### config.mk
export PLATFORM = sky130hd
export DESIGN_NAME = fpga_parallel_config_loader_top
export DESIGN_NICKNAME = d
export VERILOG_FILES = /design/src/rtl/fpcl_config_loader_top.sv /design/src/rtl/fpcl_pkg.sv /design/src/rtl/fpcl_cfg_regs.sv /design/src/rtl/fpcl_ctrl.sv /design/src/rtl/fpcl_out_queue.sv /design/src/rtl/fpga_parallel_config_loader_top.sv
export SDC_FILE = /design/constraint.sdc
export NUM_CORES = 1
export LEC_CHECK = 0
export BUFFER_PORTS_ARGS = -buffer_cell sky130_fd_sc_hd__buf_2
export CORE_AREA = 10 10 147 149
export CTS_CLUSTER_DIAMETER = 100
export DETAILED_ROUTE_END_ITERATION = 8
export DIE_AREA = 0 0 157 159
export GPL_TIMING_DRIVEN = 0
export PLACE_DENSITY = 0.91
export SETUP_SLACK_MARGIN = 0.5
export SYNTH_ARGS = -nofsm -noshare
export SYNTH_HDL_FRONTEND = slang
export SYNTH_HIERARCHICAL = 1
export SYNTH_SLANG_ARGS = --single-unit
### constraint.sdc
create_clock -name i_clk -period 8.2 [get_ports i_clk]
set_input_delay 0.82 -clock i_clk [delete_from_list [all_inputs] [get_ports i_clk]]
set_output_delay 0.82 -clock i_clk [all_outputs]
set_load 0.05 [all_outputs]
### src/rtl/fpcl_config_loader_top.sv
// Empty compilation unit kept beside the loader sources; it declares no module.
`default_nettype none

`default_nettype wire

### src/rtl/fpcl_pkg.sv
// Shared constants, types and helper functions for the parallel configuration loader.
`default_nettype none

package fpcl_pkg;

    localparam int BUS_WIDTH = 32;
    localparam int WORD_W    = 32;
    localparam int TICK_W    = 16;
    localparam int RETRY_W   = 4;
    localparam int CLOCKS_W  = 8;
    localparam int STATUS_W  = 4;
    localparam int CMD_W     = 2;
    localparam int CFG_IDX_W = 3;
    localparam int CFG_DAT_W = 16;

    // commands
    localparam logic [CMD_W-1:0] CMD_TICK  = 2'd0;
    localparam logic [CMD_W-1:0] CMD_START = 2'd1;
    localparam logic [CMD_W-1:0] CMD_DATA  = 2'd2;

    // register indexes
    localparam logic [CFG_IDX_W-1:0] CFG_PROGRAM_PULSE = 3'd0;
    localparam logic [CFG_IDX_W-1:0] CFG_POLL_WAIT     = 3'd1;
    localparam logic [CFG_IDX_W-1:0] CFG_MAX_RETRIES   = 3'd2;
    localparam logic [CFG_IDX_W-1:0] CFG_DONE_BURST    = 3'd3;
    localparam logic [CFG_IDX_W-1:0] CFG_STARTUP       = 3'd4;

    // register reset values
    localparam logic [TICK_W-1:0]   RST_PROGRAM_PULSE = 16'd1;
    localparam logic [TICK_W-1:0]   RST_POLL_WAIT     = 16'd1000;
    localparam logic [RETRY_W-1:0]  RST_MAX_RETRIES   = 4'd5;
    localparam logic [CLOCKS_W-1:0] RST_DONE_BURST    = 8'd100;
    localparam logic [CLOCKS_W-1:0] RST_STARTUP       = 8'd8;

    // phase codes, reported on the status output
    localparam logic [STATUS_W-1:0] PH_IDLE        = 4'd0;
    localparam logic [STATUS_W-1:0] PH_PULSE       = 4'd1;
    localparam logic [STATUS_W-1:0] PH_WAIT_INIT   = 4'd2;
    localparam logic [STATUS_W-1:0] PH_LOAD        = 4'd3;
    localparam logic [STATUS_W-1:0] PH_WAIT_DONE   = 4'd4;
    localparam logic [STATUS_W-1:0] PH_STARTUP     = 4'd5;
    localparam logic [STATUS_W-1:0] PH_FINISHED    = 4'd6;
    localparam logic [STATUS_W-1:0] PH_INIT_TO     = 4'd7;
    localparam logic [STATUS_W-1:0] PH_INIT_LOW    = 4'd8;
    localparam logic [STATUS_W-1:0] PH_DONE_TO     = 4'd9;

    localparam logic [RETRY_W-1:0] RETRY_FULL = {RETRY_W{1'b1}};

    typedef struct packed {
        logic [TICK_W-1:0]   program_pulse_ticks;
        logic [TICK_W-1:0]   poll_wait_ticks;
        logic [RETRY_W-1:0]  max_retries;
        logic [CLOCKS_W-1:0] done_burst_clocks;
        logic [CLOCKS_W-1:0] startup_clocks;
    } t_cfg;

    typedef struct packed {
        logic [CMD_W-1:0]  cmd;
        logic [WORD_W-1:0] data_word;
        logic              last_word;
        logic              init_level;
        logic              done_level;
    } t_item;

    typedef struct packed {
        logic              program_pin;
        logic              select_pin;
        logic              direction_pin;
        logic              config_clock;
        logic [WORD_W-1:0] data_bus;
        logic [STATUS_W-1:0] status;
        logic              last_of_run;
    } t_result;

    // Mirror the bit order inside every byte; bits at or above the bus width read zero.
    function automatic logic [WORD_W-1:0] lane_swap(input logic [WORD_W-1:0] w);
        logic [WORD_W-1:0] r;
        r = '0;
        for (int b = 0; b < WORD_W; b++) begin
            if (((b & ~7) | (7 - (b & 7))) < BUS_WIDTH) begin
                r[(b & ~7) | (7 - (b & 7))] = w[b];
            end
        end
        return r;
    endfunction

    function automatic logic [TICK_W-1:0] at_least_one(input logic [TICK_W-1:0] v);
        return (v == '0) ? TICK_W'(1) : v;
    endfunction

endpackage

`default_nettype wire

### src/rtl/fpcl_cfg_regs.sv
// Configuration register file of the parallel configuration loader.
`default_nettype none

module fpcl_cfg_regs (
    input  wire logic                             i_clk,
    input  wire logic                             i_rst_n,
    input  wire logic                             i_wr_en,
    input  wire logic [fpcl_pkg::CFG_IDX_W-1:0]   i_wr_index,
    input  wire logic [fpcl_pkg::CFG_DAT_W-1:0]   i_wr_data,
    output fpcl_pkg::t_cfg                        o_cfg
);
    import fpcl_pkg::*;

    t_cfg r_cfg;

    always_ff @(posedge i_clk) begin
        if (!i_rst_n) begin
            r_cfg.program_pulse_ticks <= RST_PROGRAM_PULSE;
            r_cfg.poll_wait_ticks     <= RST_POLL_WAIT;
            r_cfg.max_retries         <= RST_MAX_RETRIES;
            r_cfg.done_burst_clocks   <= RST_DONE_BURST;
            r_cfg.startup_clocks      <= RST_STARTUP;
        end else if (i_wr_en) begin
            case (i_wr_index)
                CFG_PROGRAM_PULSE: r_cfg.program_pulse_ticks <= i_wr_data[TICK_W-1:0];
                CFG_POLL_WAIT:     r_cfg.poll_wait_ticks     <= i_wr_data[TICK_W-1:0];
                CFG_MAX_RETRIES:   r_cfg.max_retries         <= i_wr_data[RETRY_W-1:0];
                CFG_DONE_BURST:    r_cfg.done_burst_clocks   <= i_wr_data[CLOCKS_W-1:0];
                CFG_STARTUP:       r_cfg.startup_clocks      <= i_wr_data[CLOCKS_W-1:0];
                default: begin
                    // drop writes to unmapped indexes
                end
            endcase
        end
    end

    assign o_cfg = r_cfg;

endmodule

`default_nettype wire

### src/rtl/fpcl_ctrl.sv
// Sequencer state and single-pass step logic that turns one command into pin snapshots.
`default_nettype none

module fpcl_ctrl (
    input  wire logic           i_clk,
    input  wire logic           i_rst_n,
    input  wire logic           i_step,
    input  wire fpcl_pkg::t_item i_item,
    input  wire fpcl_pkg::t_cfg  i_cfg,
    output logic                o_two,
    output fpcl_pkg::t_result   o_first,
    output fpcl_pkg::t_result   o_final
);
    import fpcl_pkg::*;

    logic [STATUS_W-1:0] r_phase,      n_phase;
    logic [TICK_W-1:0]   r_wait_count, n_wait_count;
    logic [RETRY_W-1:0]  r_retry_count, n_retry_count;
    logic [CLOCKS_W-1:0] r_clocks_left, n_clocks_left;
    logic [2:0]          r_control_pins, n_control_pins;
    logic [WORD_W-1:0]   r_bus_value,  n_bus_value;
    logic                pulse;
    logic [TICK_W-1:0]   wait_dec;
    logic [CLOCKS_W-1:0] clocks_dec;
    logic                exhausted;

    assign wait_dec   = r_wait_count - TICK_W'(1);
    assign clocks_dec = r_clocks_left - CLOCKS_W'(1);
    assign exhausted  = (r_retry_count > i_cfg.max_retries) || (r_retry_count == RETRY_FULL);

    always_comb begin
        n_phase        = r_phase;
        n_wait_count   = r_wait_count;
        n_retry_count  = r_retry_count;
        n_clocks_left  = r_clocks_left;
        n_control_pins = r_control_pins;
        n_bus_value    = r_bus_value;
        pulse          = 1'b0;

        if (i_item.cmd == CMD_START) begin
            n_control_pins = '0;
            n_wait_count   = at_least_one(i_cfg.program_pulse_ticks);
            n_retry_count  = '0;
            n_clocks_left  = '0;
            n_phase        = PH_PULSE;
        end else if (i_item.cmd == CMD_DATA) begin
            if (r_phase == PH_LOAD) begin
                n_bus_value = lane_swap(i_item.data_word);
                pulse       = 1'b1;
                if (i_item.last_word) begin
                    if (!i_item.init_level) begin
                        n_phase = PH_INIT_LOW;
                    end else begin
                        n_phase       = PH_WAIT_DONE;
                        n_wait_count  = '0;
                        n_retry_count = '0;
                        n_clocks_left = '0;
                    end
                end
            end
        end else begin
            case (r_phase)
                PH_PULSE: begin
                    n_wait_count = wait_dec;
                    if (wait_dec == '0) begin
                        // release program
                        n_control_pins = r_control_pins | 3'b100;
                        n_phase        = PH_WAIT_INIT;
                    end
                end
                PH_WAIT_INIT: begin
                    if (r_wait_count == '0) begin
                        if (i_item.init_level) begin
                            n_phase = PH_LOAD;
                        end else begin
                            n_wait_count = at_least_one(i_cfg.poll_wait_ticks);
                        end
                    end else begin
                        n_wait_count = wait_dec;
                        if (wait_dec == '0) begin
                            if (exhausted) begin
                                n_phase = PH_INIT_TO;
                            end else begin
                                n_retry_count = r_retry_count + RETRY_W'(1);
                            end
                        end
                    end
                end
                PH_WAIT_DONE: begin
                    if (r_clocks_left != '0) begin
                        n_clocks_left = clocks_dec;
                        pulse         = 1'b1;
                    end else if (r_wait_count != '0) begin
                        n_wait_count = wait_dec;
                        if (wait_dec == '0) begin
                            if (exhausted) begin
                                n_phase = PH_DONE_TO;
                            end else begin
                                n_retry_count = r_retry_count + RETRY_W'(1);
                            end
                        end
                    end else if (i_item.done_level) begin
                        n_clocks_left = i_cfg.startup_clocks;
                        n_phase = (i_cfg.startup_clocks == '0) ? PH_FINISHED : PH_STARTUP;
                    end else begin
                        // failed poll: send a clock burst, then wait
                        n_clocks_left = i_cfg.done_burst_clocks;
                        n_wait_count  = at_least_one(i_cfg.poll_wait_ticks);
                    end
                end
                PH_STARTUP: begin
                    if (r_clocks_left != '0) begin
                        n_clocks_left = clocks_dec;
                        pulse         = 1'b1;
                        if (clocks_dec == '0) begin
                            n_phase = PH_FINISHED;
                        end
                    end else begin
                        n_phase = PH_FINISHED;
                    end
                end
                default: begin
                    // idle, load, finished and error phases hold on a tick
                end
            endcase
        end
    end

    always_ff @(posedge i_clk) begin
        if (!i_rst_n) begin
            r_phase        <= PH_IDLE;
            r_wait_count   <= '0;
            r_retry_count  <= '0;
            r_clocks_left  <= '0;
            r_control_pins <= '0;
            r_bus_value    <= '0;
        end else if (i_step) begin
            r_phase        <= n_phase;
            r_wait_count   <= n_wait_count;
            r_retry_count  <= n_retry_count;
            r_clocks_left  <= n_clocks_left;
            r_control_pins <= n_control_pins;
            r_bus_value    <= n_bus_value;
        end
    end

    // clock-high snapshot reports the phase before this step
    always_comb begin
        o_first.program_pin   = n_control_pins[2];
        o_first.select_pin    = n_control_pins[1];
        o_first.direction_pin = n_control_pins[0];
        o_first.config_clock  = 1'b1;
        o_first.data_bus      = n_bus_value;
        o_first.status        = r_phase;
        o_first.last_of_run   = 1'b0;

        o_final.program_pin   = n_control_pins[2];
        o_final.select_pin    = n_control_pins[1];
        o_final.direction_pin = n_control_pins[0];
        o_final.config_clock  = 1'b0;
        o_final.data_bus      = n_bus_value;
        o_final.status        = n_phase;
        o_final.last_of_run   = 1'b1;
    end

    assign o_two = pulse;

endmodule

`default_nettype wire

### src/rtl/fpcl_out_queue.sv
// Two-slot result register: output register plus one pending slot for the clock-low beat.
`default_nettype none

module fpcl_out_queue (
    input  wire logic             i_clk,
    input  wire logic             i_rst_n,
    input  wire logic             i_push,
    input  wire logic             i_two,
    input  wire fpcl_pkg::t_result i_first,
    input  wire fpcl_pkg::t_result i_final,
    output logic                  o_can_push,
    output logic                  o_valid,
    input  wire logic             i_ready,
    output fpcl_pkg::t_result     o_result
);
    import fpcl_pkg::*;

    logic    r_out_valid;
    logic    r_pend_valid;
    t_result r_out;
    t_result r_pend;
    logic    out_take;

    assign out_take   = r_out_valid && i_ready;
    assign o_can_push = !r_pend_valid && (!r_out_valid || i_ready);

    always_ff @(posedge i_clk) begin
        if (!i_rst_n) begin
            r_out_valid  <= 1'b0;
            r_pend_valid <= 1'b0;
        end else if (i_push) begin
            r_out_valid  <= 1'b1;
            r_pend_valid <= i_two;
        end else if (out_take) begin
            if (r_pend_valid) begin
                r_pend_valid <= 1'b0;
            end else begin
                r_out_valid <= 1'b0;
            end
        end
    end

    always_ff @(posedge i_clk) begin
        if (i_push) begin
            r_out  <= i_two ? i_first : i_final;
            r_pend <= i_final;
        end else if (out_take && r_pend_valid) begin
            // advance the pending clock-low beat
            r_out <= r_pend;
        end
    end

    assign o_valid  = r_out_valid;
    assign o_result = r_out;

endmodule

`default_nettype wire

### src/rtl/fpga_parallel_config_loader_top.sv
// Parallel FPGA configuration loader: input register, sequencer and result buffer.
// Each accepted command is registered, then stepped through the sequencer, which yields
// one pin snapshot, or two (clock high, then clock low) when the step sends a configuration
// clock pulse (a data word in the load phase, a done burst clock or a startup clock). The
// last beat of every command carries last_of_run. Commands that give one beat flow at one
// per cycle while results are taken; commands that pulse the clock are bounded by the single
// output port draining the two snapshots. The first result passes through the input register
// and then the output register. Configuration writes are taken in any cycle and should be
// issued only while no command is in flight.
`default_nettype none

module fpga_parallel_config_loader_top (
    input  wire logic                             i_clk,
    input  wire logic                             i_rst_n,
    input  wire logic                             i_cfg_valid,
    output logic                                  o_cfg_ready,
    input  wire logic [fpcl_pkg::CFG_IDX_W-1:0]   i_cfg_index,
    input  wire logic [fpcl_pkg::CFG_DAT_W-1:0]   i_cfg_data,
    input  wire logic                             i_valid,
    output logic                                  o_ready,
    input  wire logic [fpcl_pkg::CMD_W-1:0]       i_cmd,
    input  wire logic [fpcl_pkg::WORD_W-1:0]      i_data_word,
    input  wire logic                             i_last_word,
    input  wire logic                             i_init_level,
    input  wire logic                             i_done_level,
    output logic                                  o_valid,
    input  wire logic                             i_ready,
    output logic                                  o_program_pin,
    output logic                                  o_select_pin,
    output logic                                  o_direction_pin,
    output logic                                  o_config_clock,
    output logic [fpcl_pkg::WORD_W-1:0]           o_data_bus,
    output logic [fpcl_pkg::STATUS_W-1:0]         o_status,
    output logic                                  o_last_of_run
);
    import fpcl_pkg::*;

    t_cfg    cfg;
    t_item   r_item;
    logic    r_in_valid;
    logic    step;
    logic    can_push;
    logic    two;
    t_result first_res;
    t_result final_res;
    t_result out_res;

    assign o_cfg_ready = 1'b1;

    fpcl_cfg_regs u_cfg_regs (
        .i_clk      (i_clk),
        .i_rst_n    (i_rst_n),
        .i_wr_en    (i_cfg_valid),
        .i_wr_index (i_cfg_index),
        .i_wr_data  (i_cfg_data),
        .o_cfg      (cfg)
    );

    assign step    = r_in_valid && can_push;
    assign o_ready = !r_in_valid || can_push;

    always_ff @(posedge i_clk) begin
        if (!i_rst_n) begin
            r_in_valid <= 1'b0;
        end else if (o_ready) begin
            r_in_valid <= i_valid;
        end
    end

    always_ff @(posedge i_clk) begin
        if (i_valid && o_ready) begin
            r_item.cmd        <= i_cmd;
            r_item.data_word  <= i_data_word;
            r_item.last_word  <= i_last_word;
            r_item.init_level <= i_init_level;
            r_item.done_level <= i_done_level;
        end
    end

    fpcl_ctrl u_ctrl (
        .i_clk   (i_clk),
        .i_rst_n (i_rst_n),
        .i_step  (step),
        .i_item  (r_item),
        .i_cfg   (cfg),
        .o_two   (two),
        .o_first (first_res),
        .o_final (final_res)
    );

    fpcl_out_queue u_out_queue (
        .i_clk      (i_clk),
        .i_rst_n    (i_rst_n),
        .i_push     (step),
        .i_two      (two),
        .i_first    (first_res),
        .i_final    (final_res),
        .o_can_push (can_push),
        .o_valid    (o_valid),
        .i_ready    (i_ready),
        .o_result   (out_res)
    );

    assign o_program_pin   = out_res.program_pin;
    assign o_select_pin    = out_res.select_pin;
    assign o_direction_pin = out_res.direction_pin;
    assign o_config_clock  = out_res.config_clock;
    assign o_data_bus      = out_res.data_bus;
    assign o_status        = out_res.status;
    assign o_last_of_run   = out_res.last_of_run;

endmodule

`default_nettype wire

# --- After elaboration in Yosys (flattened, before gate mapping) ---
# Cells that the tools add are included.
classes:
  add_sub_neg: 3
  multipliers: 0
  div: 0
  order_cmp: 1
  eq_ne: 23
  shifts: 0
  n_mux: 73
  bitwise_logic: 0
  n_reduce_logical: 35
op_table:
  columns: ["operator", "n"]
  rows:
  - ["2-to-1 mux 16 bit", 12]
  - ["2-to-1 mux 4 bit", 27]
  - ["2-to-1 mux 32 bit", 3]
  - ["2-to-1 mux 41 bit", 2]
  - ["2-to-1 mux 8 bit", 9]
  - ["logical NOT 16 bit", 4]
  - ["one-hot mux 16 bit (3 select lines)", 1]
  - ["2-to-1 mux 38 bit", 1]
  - ["logical NOT 8 bit", 2]
  - ["one-hot mux 4 bit (4 select lines)", 1]
  - ["one-hot mux 8 bit (2 select lines)", 1]
  - ["AND reduction 8 bit", 2]
  - ["nonzero test 16 bit", 1]
  - ["subtractor 16 x 1 -> 16 bit, second input constant", 1]
  - ["2-to-1 mux 3 bit", 4]
  - ["AND reduction 2 bit", 6]
  - ["2-to-1 mux 1 bit", 10]
  - ["!= test 5 x 3 -> 1 bit, second input constant", 2]
  - ["!= test 3 x 2 -> 1 bit, second input constant", 3]
  - ["equality test 4 x 2 -> 1 bit, second input constant", 2]
  - ["equality test 4 x 3 -> 1 bit, second input constant", 2]
  - ["!= test 4 x 1 -> 1 bit, second input constant", 2]
  - ["!= test 4 x 2 -> 1 bit, second input constant", 2]
  - ["one-hot mux 4 bit (2 select lines)", 1]
  - ["other kinds (23)", 34]
word_totals:
  regBits: 239
  latchBits: 0
  ramBits: 0
  mem_bits_ro: 0
  inputBits: 61
  out_inout_bits: 44
  memories: 0

# --- Logic depth before layout (Yosys ltp) ---
# Gate-level depths: netlist (run 1).
depth:
  ltp_word: 11
  depth_mapped: 11
  depth_no_buf: 11

# --- Cells and area by module ---
# Netlist (run 1), hierarchy kept.
modules_own_cells:
  columns: ["mod", "instances", "cells_each", "area_each_um2", "seq_area_each_um2"]
  rows:
  - ["fpcl_ctrl", 1, 641, 4987.3, 1341.3]
  - ["fpcl_out_queue", 1, 232, 3462.1, 2502.4]
  - ["fpcl_cfg_regs", 1, 200, 2068.2, 1041.0]
  - ["fpga_parallel_config_loader_top", 1, 45, 1187.4, 1131.1]

# --- Worst setup path before layout (run 1) ---
# Ideal clock, no wire load.
synth_timing:
  kind: "input -> register"
  from: "input i_ready"
  to: "register u_out_queue.r_out, in the netlist u_out_queue/o_result[0], enable pin"
  arrival_ps: 2911
  t_required_ps: 7801
  setup_slack_ps: 4890
  cell_stages: 6
  n_path_buf: 1
  path_cell_list: "inv_1 > a21oi_1 > and2_2 > buf_4 > inv_1 > nand2_1"
synth_between:
  elab_chain_len: 4
  elab_cells_between_ends: 6
  classes_between: "reduce/logical (6)"
synth_lines:
  columns: ["element", "line", "text"]
  rows:
  - ["start, declared", "fpga_parallel_config_loader_top.sv:27", "input wire logic i_ready,"]
  - ["logical OR 1 bit", "fpcl_out_queue.sv:25", "assign o_can_push = !r_pend_valid && (!r_out_valid || i_ready);"]
  - ["logical AND 1 bit", "fpcl_out_queue.sv:25", null]
  - ["via can_push", "fpga_parallel_config_loader_top.sv:42", "logic can_push;"]
  - ["logical AND 1 bit", "fpga_parallel_config_loader_top.sv:59", "assign step = r_in_valid && can_push;"]
  - ["via step", "fpga_parallel_config_loader_top.sv:41", "logic step;"]
  - ["nonzero test 2 bit (no line)", null, null]
  - ["end signal, assigned", "fpcl_out_queue.sv:45", "r_out <= i_two ? i_first : i_final;"]
  - ["end signal, assigned", "fpcl_out_queue.sv:49", "r_out <= r_pend;"]
  - ["end, declared", "fpcl_out_queue.sv:20", "t_result r_out;"]
# The timed path passes the listed nets, and every way through them passes these cells.
# A chain may end at the register's enable or synchronous reset.

==> impl_metrics.py, run 1 <==
metrics = {
    "timing": {
        "fin_crit_sh_pct": 44.3,
        "period_needed_ns": 3.64,
        "hold_viol_final": 0,
        "holdWs_ns": 0.450,
        "setup-tns-final_ns": 0,
        "setup_violations": 0,
        "relSlewSlack_pct": 20.1,
        "tightest_slew_ns": 1.20,
        "fmax_mhz": 275,
        "skew_ns": 0.0185,
        "rsz0062_at_grt": "no",
        "final_max_slew_viol_count": 0,
    },
    "floorplan": {
        "dieArea_sq_um": 25000,
        "initial_core_util_pct": 63.0,
        "num_io_pins": 105,
        "die_x_microns": 157,
        "core_sq_um": 18600,
        "die_h_microns": 159,
        "num_rows": 50,
    },
    "cells_and_area": {
        "final_common_cell": "nor2_1",
        "fin_area_sq_um": 13500,
        "diodes": 0,
        "final_cell_mix": "nor2_1 (138), dfxtp_1 (122), buf_2 (120)",
        "final_net_count": 1323,
        "fin_cells": 1502,
        "drive_gt1_share_pct": 22.2,
        "syn_to_final_growth_pct": 15.1,
    },
    "setup_path": {
        "worstRegToRegCells": 11,
        "critPathKind": "register to register",
        "r2r-end": "u_out_queue/o_result[1]",
        "start_kind": "register",
        "rrSetupSlack_ns": 4.56,
        "crit_fanout": 9,
        "critPathRequiredTime_ns": 8.45,
        "arrival_ns": 3.89,
        "crit_start": "u_ctrl/r_wait_count[0]",
        "critical_path.endpoint": "u_out_queue/o_result[1]",
        "cpMaxStageDelayCell": "nor4b_4",
        "cp-end-kind": "register",
        "cpPeakStageDelay_ns": 0.53,
        "worst_r2r_startpoint": "u_ctrl/r_wait_count[0]",
        "crit_chain": "inv_1 > ha_1 > nor3b_4 > a31oi_1 > nor4_1 > nor4b_4 > mux2_2 > o31ai_1 > nand2_1 > mux2i_1 > a21oi_1",
    },
    "route": {
        "vias": 9115,
        "postRouteAntennaNets": 0,
        "drc": 0,
        "wl_microns": 29800,
        "vias_per_cell": 6.07,
        "drt_iter0_drc": 742,
        "wl_per_cell_microns": 19.8,
        "first_pass_iters": 7,
    },
    "clock_tree": {
        "cts_resized": 0,
        "path_clk_slew_ns": 0.06,
        "cts_made_buffers": 24,
        "ctsHoldBuffers": 0,
        "post_cts_buffers": 0,
        "htree_levels": 1,
        "cts_max_path_buffers": 3,
        "cts_tree": "built",
        "cts-root-buf": "clkbuf_16",
        "worstSkewPairLatency_ns": 0.52,
        "cts.sinks": 241,
    },
    "power_and_ir_drop": {
        "p_leak_uw": 0.00530,
        "p_per_area_nw_per_um2": 226,
        "power_uw": 3050,
        "power.net_switching_uw": 764,
        "sw_frac_of_total_pct": 25.1,
        "vdd.ir_drop.worst_mv": 0.154,
        "seqPwrFrac_pct": 44.8,
        "pwr-share-clk_pct": 41.1,
        "p_int_uw": 2280,
        "combPwrFrac_pct": 14.0,
    },
    "run_status": {
        "status": "finished clean",
    },
    "synth": {
        "synth-seq-cells": 241,
        "yosysTopAreaCell": "edfxtp_1",
        "synth_flop_cell": "dfxtp_1",
        "syn_avg_cell_area_sq_um": 10.5,
        "postSynthCellCount": 1118,
        "synth_top_area_share_pct": 30.5,
        "yosys.cell_types.count": 79,
        "synth_top_cells_by_area": "edfxtp_1 (31%), dfxtp_1 (21%), mux2i_1 (8.6%)",
        "ys_warn_count": 6,
        "ys_seq_area_share_pct": 51.4,
        "synth_edf_count": 119,
        "async_reset_ff_share_pct": 0,
        "netlist_area_sq_um": 11700,
    },
    "global_route": {
        "grt_max_degree": 50,
        "grt_pass1_wl_microns": 47800,
        "grt_pass1_vias": 9244,
        "grt_usage_pct": 23.0,
        "gr-total-overflow": 0,
        "antenna_found_initial": 0,
    },
    "worst_hold_path": {
        "hold_path_depth": 1,
        "hold_path.class": "register to register",
    },
    "placed_design": {
        "dp_hpwl_microns": 20200,
        "placedInstanceArea_sq_um": 12500,
        "gp_congestion": 0.874,
        "place_inst": 1458,
        "port_buffers": 103,
    },
    "flow_run": {
        "maxCapViolCount": 0,
    },
}
worst min-delay path by stage:
| stage | from | endpoint |
|---|---|---|
| detailed placement | u_ctrl/r_control_pins[1] | u_ctrl/r_control_pins[1] |
| floorplan | u_ctrl/r_control_pins[0] | u_ctrl/r_control_pins[0] |
| global route | i_data_word[31] | r_item[34] |
| finish | u_ctrl/r_control_pins[1] | u_ctrl/r_control_pins[1] |
| CTS | u_ctrl/r_control_pins[1] | u_ctrl/r_control_pins[1] |
| global placement | u_ctrl/r_control_pins[0] | u_ctrl/r_control_pins[0] |
area by class of cell:
cell class | instances | area [sq um]
flip-flops and latches | 241 | 6020
fillers | 1213 | 5110
multi-input cells | 749 | 4890
clock buffers | 35 | 759
plain buffers | 105 | 713
repair buffers | 104 | 536
well taps | 234 | 293
clock inverters | 9 | 170
inverters | 25 | 93.8
per-stage QoR:
stage,util [%],setup slack (ns)
final,72.5,4.56
after global routing,72.5,4.33
after CTS,72.5,4.63
after detailed placement,67.5,4.46
after global placement,67.4,3.96
after floorplan,-,4.89
state kept, by name (all words and copies together) (netlist names):
| register | flops |
|---|---|
| r_in_valid | 1 |
| r_item | 37 |
| u_cfg_regs/o_cfg | 52 |
| u_ctrl/r_bus_value | 32 |
| u_ctrl/r_clocks_left | 8 |
| u_ctrl/r_control_pins | 3 |
| u_ctrl/r_phase | 4 |
| u_ctrl/r_retry_count | 4 |
| u_ctrl/r_wait_count | 16 |
| u_out_queue/o_result | 41 |
| u_out_queue/o_valid | 1 |
| u_out_queue/r_pend | 41 |
| u_out_queue/r_pend_valid | 1 |
logic make-up after synthesis:
family,count (synthesis),synth area share (%)
muxes,135,11.9
and+or+nand+nor,406,17.1
xor gates and xnor gates,17,1.27
DFF,241,51.4
buffers and inverters,130,6.89
adders and majority gates,12,1.28
AOI/OAI and AO/OA,174,10.0
other,3,0.0962
critical path, delay by kind of cell (launching register included):
kind	cells	cell delay, ns
AND/OR/NAND/NOR	4	1.42
AO/OA/AOI/OAI	3	0.58
multiplexers	2	0.55
flip-flops	1	0.40
adder cells (fa/ha/maj)	1	0.30
buffers and inverters	1	0.12
power by group through the flow:
stage | Sequential [uW] | Combinational [uW] | Clock, uW
after CTS | 1370 | 423 | 1260
after global routing | 1370 | 466 | 1310
final | 1370 | 428 | 1250
after global placement | 1390 | 398 | 0
after detailed placement | 1390 | 415 | 0
after floorplan | 1420 | 270 | 0
cells in the mapped netlist (8+ instances only):
library cell and count:
nor2_1 138, dfxtp_1 122, edfxtp_1 119, nand2_1 102
mux2i_1 101, a21oi_1 69, nor3_1 44, buf_4 43
mux2_2 34, clkbuf_1 31, nor2b_1 25, inv_1 24
o21ai_0 20, buf_2 17, nand3_1 17, nor4_1 13
ha_1 12, xor2_1 11, or3_1 10, nand2b_1 9
o211ai_1 9, a31oi_1 8
routing by layer:
metal	share of wire (%)	global-route usage (%)	up-vias	routed length, microns
met4	2.5	6.87	0	751
met2	50	40.4	403	15000
met5	0	0	-	0
met3	6.8	3.32	69	2030
li1	-	-	4230	-
met1	40	28.5	4413	12000
Power figures use the tool's default switching activity.
==> run 2: changes to the inputs <==
Settings changed: ABC_AREA from default to 1, CORE_AREA 10 10 147 149 to 10 10 155 157, DIE_AREA 0 0 157 159 to 0 0 165 167, PLACE_DENSITY 0.91 to 0.86.
Clock period 8.2 ns to 3.55 ns, I/O delays scaled along.
==> impl_metrics.py, run 2 <==
metrics = {
    "timing": {
        "relSlewSlack_pct": 21.5,
        "final_max_slew_viol_count": 0,
        "hold_viol_final": 0,
        "fmax_mhz": 340,
        "fin_crit_sh_pct": 82.8,
        "tightest_slew_ns": 1.17,
        "period_needed_ns": 2.94,
        "holdWs_ns": 0.0271,
        "skew_ns": 0.0137,
        "setup_violations": 0,
        "rsz0062_at_grt": "yes",
    },
    "setup_path": {
        "crit_chain": "inv_1 > ha_1 > clkbuf_1 > nor2_1 > nand2_1 > buf_2 > buf_1 > a21oi_1 > buf_4 > inv_1 > nand2_1 > nand3_1 > nand2_1",
        "cpMaxStageDelayCell": "edfxtp_1",
        "path_buf_inv": 6,
        "cpPeakStageDelay_ns": 0.44,
        "crit_family": "buffers and inverters",
        "crit_fanout": 10,
        "start_kind": "register",
        "critPathRequiredTime_ns": 3.82,
        "arrival_ns": 3.21,
        "critPathKind": "register to register",
        "cp-end-kind": "register",
        "cpMostUsedCell": "nand2_1",
    },
    "global_route": {
        "grt_max_degree": 42,
        "grt_pass1_wl_microns": 53700,
        "antenna_found_initial": 0,
        "grt_usage_pct": 23.6,
        "busiest_layer": "met2",
        "grt.met3_usage_pct": 3.90,
        "grt_pass1_vias": 10900,
        "met1_usage_pct": 28.3,
        "gr-total-overflow": 0,
        "met2_usage_pct": 41.3,
    },
    "flow_run": {
        "maxCapViolCount": 0,
    },
    "synth": {
        "syn_avg_cell_area_sq_um": 7.91,
        "synth-seq-cells": 241,
        "yosysMostFrequentCell": "nand2_1",
        "synth_top_area_share_pct": 28.9,
        "synth_flop_cell": "dfxtp_1",
        "synth_common_cells": "nand2_1 (348), inv_1 (230), nor2_1 (171)",
        "yosysTopAreaCell": "edfxtp_1",
        "postSynthCellCount": 1563,
        "ys_seq_area_share_pct": 48.7,
        "synth_edf_count": 119,
        "yosys.cell_types.count": 49,
        "netlist_area_sq_um": 12400,
        "async_reset_ff_share_pct": 0,
        "synth_top_cells_by_area": "edfxtp_1 (29%), dfxtp_1 (20%), nand2_1 (11%)",
        "ys_warn_count": 6,
    },
    "cells_and_area": {
        "diodes": 0,
        "fin_area_sq_um": 14500,
        "largest_reg_flops": 52,
        "syn_to_final_growth_pct": 17.3,
        "final_common_cell": "nand2_1",
        "final_cell_mix": "nand2_1 (347), inv_1 (229), nor2_1 (171)",
        "final_net_count": 1802,
        "drive_gt1_share_pct": 18.8,
    },
    "clock_tree": {
        "path_clk_slew_ns": 0.06,
        "cts_made_buffers": 26,
        "cts.sinks": 241,
        "cts-root-buf": "clkbuf_16",
        "post_cts_buffers": 0,
        "cts_max_path_buffers": 3,
        "cts_tree": "built",
        "worstSkewPairLatency_ns": 0.53,
        "htree_levels": 1,
    },
    "route": {
        "vias": 11000,
        "wl_microns": 33600,
        "wl_per_cell_microns": 16.6,
        "first_pass_iters": 5,
        "drc": 0,
        "drt_iter0_drc": 923,
        "vias_per_cell": 5.44,
        "postRouteAntennaNets": 0,
    },
    "power_and_ir_drop": {
        "vdd.ir_drop.worst_mv": 0.325,
        "p_per_area_nw_per_um2": 516,
        "power.net_switching_uw": 2210,
        "pwr-share-clk_pct": 37.0,
        "seqPwrFrac_pct": 43.1,
        "combPwrFrac_pct": 19.9,
        "p_int_uw": 5270,
        "p_leak_uw": 0.00669,
        "sw_frac_of_total_pct": 29.6,
    },
    "worst_hold_path": {
        "hold_path.class": "input pin to register",
    },
    "floorplan": {
        "core_sq_um": 20800,
        "die_x_microns": 165,
        "num_rows": 53,
        "num_io_pins": 105,
        "initial_core_util_pct": 59.4,
        "dieArea_sq_um": 27600,
        "die_h_microns": 167,
    },
    "placed_design": {
        "dp_hpwl_microns": 23200,
        "port_buffers": 103,
        "gp_congestion": 0.898,
        "placedInstanceArea_sq_um": 13300,
    },
    "run_status": {
        "status": "finished clean",
    },
}
run 2: cell families (layout without fill, tap and decap cells):
kind of cell / count (synthesis) / in the layout / synth area share [%]
simple gates: 720 / 720 / 25.4
buf+inv: 357 / 541 / 13.3
flops: 241 / 241 / 48.7
compound gates: 225 / 225 / 11.0
fa+ha+maj: 12 / 12 / 1.21
xor+xnor: 5 / 5 / 0.354
other cells: 3 / 5 / 0.0911
run 2: area by class of cell:
type / instances / area [sq um]
fill: 1607 / 6320
sequential: 241 / 6020
multi-input combinational: 967 / 4740
inverter: 252 / 958
timing repair buffer: 134 / 843
clock buffer: 39 / 812
buffer: 105 / 703
tap: 275 / 344
clock inverter: 9 / 80.1
timing repair inverter: 2 / 10.0
run 2: path summary, 6_finish.rpt:
kind                                               start                        to  slack (ns)  cells past startpoint
worst min-delay path                     i_data_word[27]                r_item[30]        0.03                      1
worst min register to register  u_ctrl/r_control_pins[1]  u_ctrl/r_control_pins[1]        0.45                      2
worst max-delay path                          r_item[36]  u_out_queue/o_result[17]        0.61                     13
worst max register to register                r_item[36]  u_out_queue/o_result[17]        0.61                     13
run 2: through the flow:
| stage | util (%) | total power, uW | TNS, ns | instances | setup WS, ns |
|---|---|---|---|---|---|
| after floorplan | - | 4330 | 0 | 1565 | 0.626 |
| after global placement | 63.6 | 4640 | 0 | 1943 | 0.103 |
| after detailed placement | 63.8 | 4690 | -0.214 | 1944 | -0.0678 |
| after CTS | 69.5 | 7480 | 0 | 2023 | 0.518 |
| after global routing | 69.7 | 7800 | 0 | 2024 | 0.478 |
| final | 69.7 | 7480 | 0 | 2024 | 0.609 |
run 2: what timing repair did:
action | CTS | global route
hold buffers | 29 | 1
gates resized for setup | 0 | 18
hold endpoints to repair | 29 | 1
setup endpoints to repair | 87 | 71
cloned | 2 | 0
run 2: layer usage:
metal | part of all wire (%) | vias to the layer above
li1 | - | 5291
met1 | 38 | 5040
met2 | 50 | 595
met3 | 8.8 | 91
met4 | 3.1 | 0
met5 | 0 | -
run 2: power groups by stage:
stage / combinational, uW / sequential, uW / clock (uW)
finish: 1490 / 3220 / 2770
detailed placement: 1420 / 3280 / 0
global placement: 1370 / 3270 / 0
global route: 1650 / 3240 / 2910
CTS: 1460 / 3220 / 2800
floorplan: 961 / 3370 / 0
run 2: worst register-to-register path, stage by stage (launching register included):
cell and delay (ns):
edfxtp_1 0.44, inv_1 0.08, ha_1 0.14, clkbuf_1 0.36
nor2_1 0.16, nand2_1 0.12, buf_2 0.25, buf_1 0.43
a21oi_1 0.23, buf_4 0.18, inv_1 0.05, nand2_1 0.06
nand3_1 0.12, nand2_1 0.08
==> run 3: changes to the inputs <==
Clock period 3.55 ns to 2.8 ns, I/O delays scaled along.
==> impl_metrics.py, run 3 (synthesis results as in run 2) <==
metrics = {
    "floorplan": {
        "die_h_microns": 167,
        "num_rows": 53,
        "core_sq_um": 20800,
        "dieArea_sq_um": 27600,
        "die_x_microns": 165,
        "initial_core_util_pct": 59.4,
        "num_io_pins": 105,
    },
    "cells_and_area": {
        "drive_gt1_share_pct": 25.5,
        "final_common_cell": "nand2_1",
        "seq_area_sq_um": 6030,
        "final_cell_mix": "nand2_1 (329), inv_1 (222), nor2_1 (138)",
        "fillCellCount": 1409,
        "diodes": 0,
        "fin_area_sq_um": 15400,
        "multi_input_area_sq_um": 5200,
        "postLayoutCoreUtil_pct": 73.8,
        "largest_reg_flops": 52,
        "syn_to_final_growth_pct": 24.4,
        "fin_cells": 2059,
        "final_net_count": 1838,
    },
    "setup_path": {
        "crit_fanout": 5,
        "critPathKind": "register to register",
        "crit_chain": "inv_6 > ha_4 > nand3_4 > nor2_4 > nand2_1 > nand2_1 > nand2_1 > nand2_1 > nor2_4 > nand3_2 > nand2_1 > a21oi_1 > nand2_1 > nand2_2 > nand2_2 > inv_1 > nand2_2 > nand3_1 > nand2_2",
        "cpPeakStageDelay_ns": 0.36,
        "cpMaxStageDelayCell": "dfxtp_4",
        "critPathRequiredTime_ns": 3.08,
        "crit_start": "u_ctrl/r_wait_count[0]",
        "start_kind": "register",
        "cpMostUsedCell": "nand2_1",
        "cp-end-kind": "register",
        "worst_r2r_startpoint": "u_ctrl/r_wait_count[0]",
        "arrival_ns": 2.69,
    },
    "global_route": {
        "met1_usage_pct": 29.0,
        "grt_pass1_vias": 10900,
        "busiest_layer": "met2",
        "antenna_found_initial": 1,
        "grt.met3_usage_pct": 4.41,
        "grt_max_degree": 42,
        "met2_usage_pct": 42.2,
        "gr-total-overflow": 0,
        "grt_pass1_wl_microns": 55400,
        "grt_usage_pct": 24.5,
    },
    "route": {
        "drc": 0,
        "vias": 11600,
        "postRouteAntennaNets": 0,
        "wl_microns": 38500,
        "wl_per_cell_microns": 18.7,
        "vias_per_cell": 5.65,
        "drt_iter0_drc": 1141,
        "first_pass_iters": 8,
    },
    "timing": {
        "rsz0062_at_grt": "yes",
        "setup_violations": 0,
        "tightest_slew_ns": 0.872,
        "final_max_slew_viol_count": 0,
        "hold_viol_final": 0,
        "relSlewSlack_pct": 41.9,
        "setup_ws_ns": 0.396,
        "fmax_mhz": 416,
        "period_needed_ns": 2.40,
        "skew_ns": 0.0199,
        "fin_crit_sh_pct": 85.8,
    },
    "clock_tree": {
        "cts.sinks": 241,
        "htree_levels": 1,
        "worstSkewPairLatency_ns": 0.53,
        "cts_max_path_buffers": 3,
        "path_clk_slew_ns": 0.07,
        "cts_tree": "built",
        "cts_made_buffers": 25,
        "cts-root-buf": "clkbuf_16",
    },
    "power_and_ir_drop": {
        "power_uw": 9520,
        "sw_frac_of_total_pct": 31.3,
        "seqPwrFrac_pct": 43.1,
        "p_int_uw": 6540,
        "combPwrFrac_pct": 23.2,
        "pwr-share-clk_pct": 33.7,
        "power.net_switching_uw": 2980,
        "p_per_area_nw_per_um2": 619,
        "p_leak_uw": 0.00692,
        "vdd.ir_drop.worst_mv": 0.571,
    },
    "placed_design": {
        "post-place-ws_ns": -0.274,
        "dp_hpwl_microns": 23100,
        "gp_congestion": 0.921,
        "port_buffers": 103,
        "place_inst": 1944,
        "placedInstanceArea_sq_um": 13300,
    },
    "flow_run": {
        "maxCapViolCount": 0,
    },
    "worst_hold_path": {
        "min-delay-start": "i_cfg_data[6]",
        "hold_path.class": "input pin to register",
    },
    "run_status": {
        "status": "finished clean",
    },
}
run 3: what timing repair did:
item / CTS / global route
hold endpoints to repair: 41 / 0
hold buffers: 41 / 0
pin swaps: 16 / 16
setup buffers: 16 / 6
endpoints found under the setup margin: 183 / 73
gates resized for setup: 67 / 123
gates cloned: 2 / 4
run 3: final cells by class:
type | instances | area share (%)
plain buffers | 105 | 5.38
clock buffers | 39 | 4.81
clock inverters | 7 | 0.228
inverters | 252 | 6.33
multi-input cells | 967 | 33.8
flip-flops and latches | 241 | 39.2
well taps | 275 | 2.24
repair buffers | 171 | 7.88
repair inverters | 2 | 0.0814
run 3: critical path: cells and delay by family (launching register included):
kind	cells	cell delay [ns]
DFF	1	0.36
adders and majority gates	1	0.20
and+or+nand+nor	15	1.32
AOI/OAI and AO/OA	1	0.14
buffers and inverters	2	0.15
run 3: stage by stage:
| step | hold slack (ns) | TNS, ns |
|---|---|---|
| floorplan | 0.377 | 0 |
| global placement | 0.434 | -13.72 |
| detailed placement | 0.444 | -22.03 |
| CTS | 0.0142 | 0 |
| global route | 0.0293 | 0 |
| finish | 0.0315 | 0 |
run 3: worst paths after layout:
kind                            slack (ns)  cells past startpoint                        to
worst min register to register        0.45                      2  u_ctrl/r_control_pins[0]
worst max register to register        0.40                     19   u_out_queue/o_result[3]
worst max-delay path                  0.40                     19   u_out_queue/o_result[3]
worst min-delay path                  0.03                      3      u_cfg_regs/o_cfg[14]
run 3: per-layer routing:
metal | wire (microns) | vias to the layer above
li1 | - | 5381
met1 | 14200 | 5321
met2 | 18900 | 743
met3 | 3290 | 180
met4 | 2120 | 2
met5 | 13 | -
run 3: power groups by stage:
stage	registers, uW	clock network, uW	logic, uW
after floorplan	4270	0	1230
after global placement	4150	0	1750
after detailed placement	4150	0	1800
after CTS	4090	3200	1980
after global routing	4120	3340	2390
final	4110	3200	2210
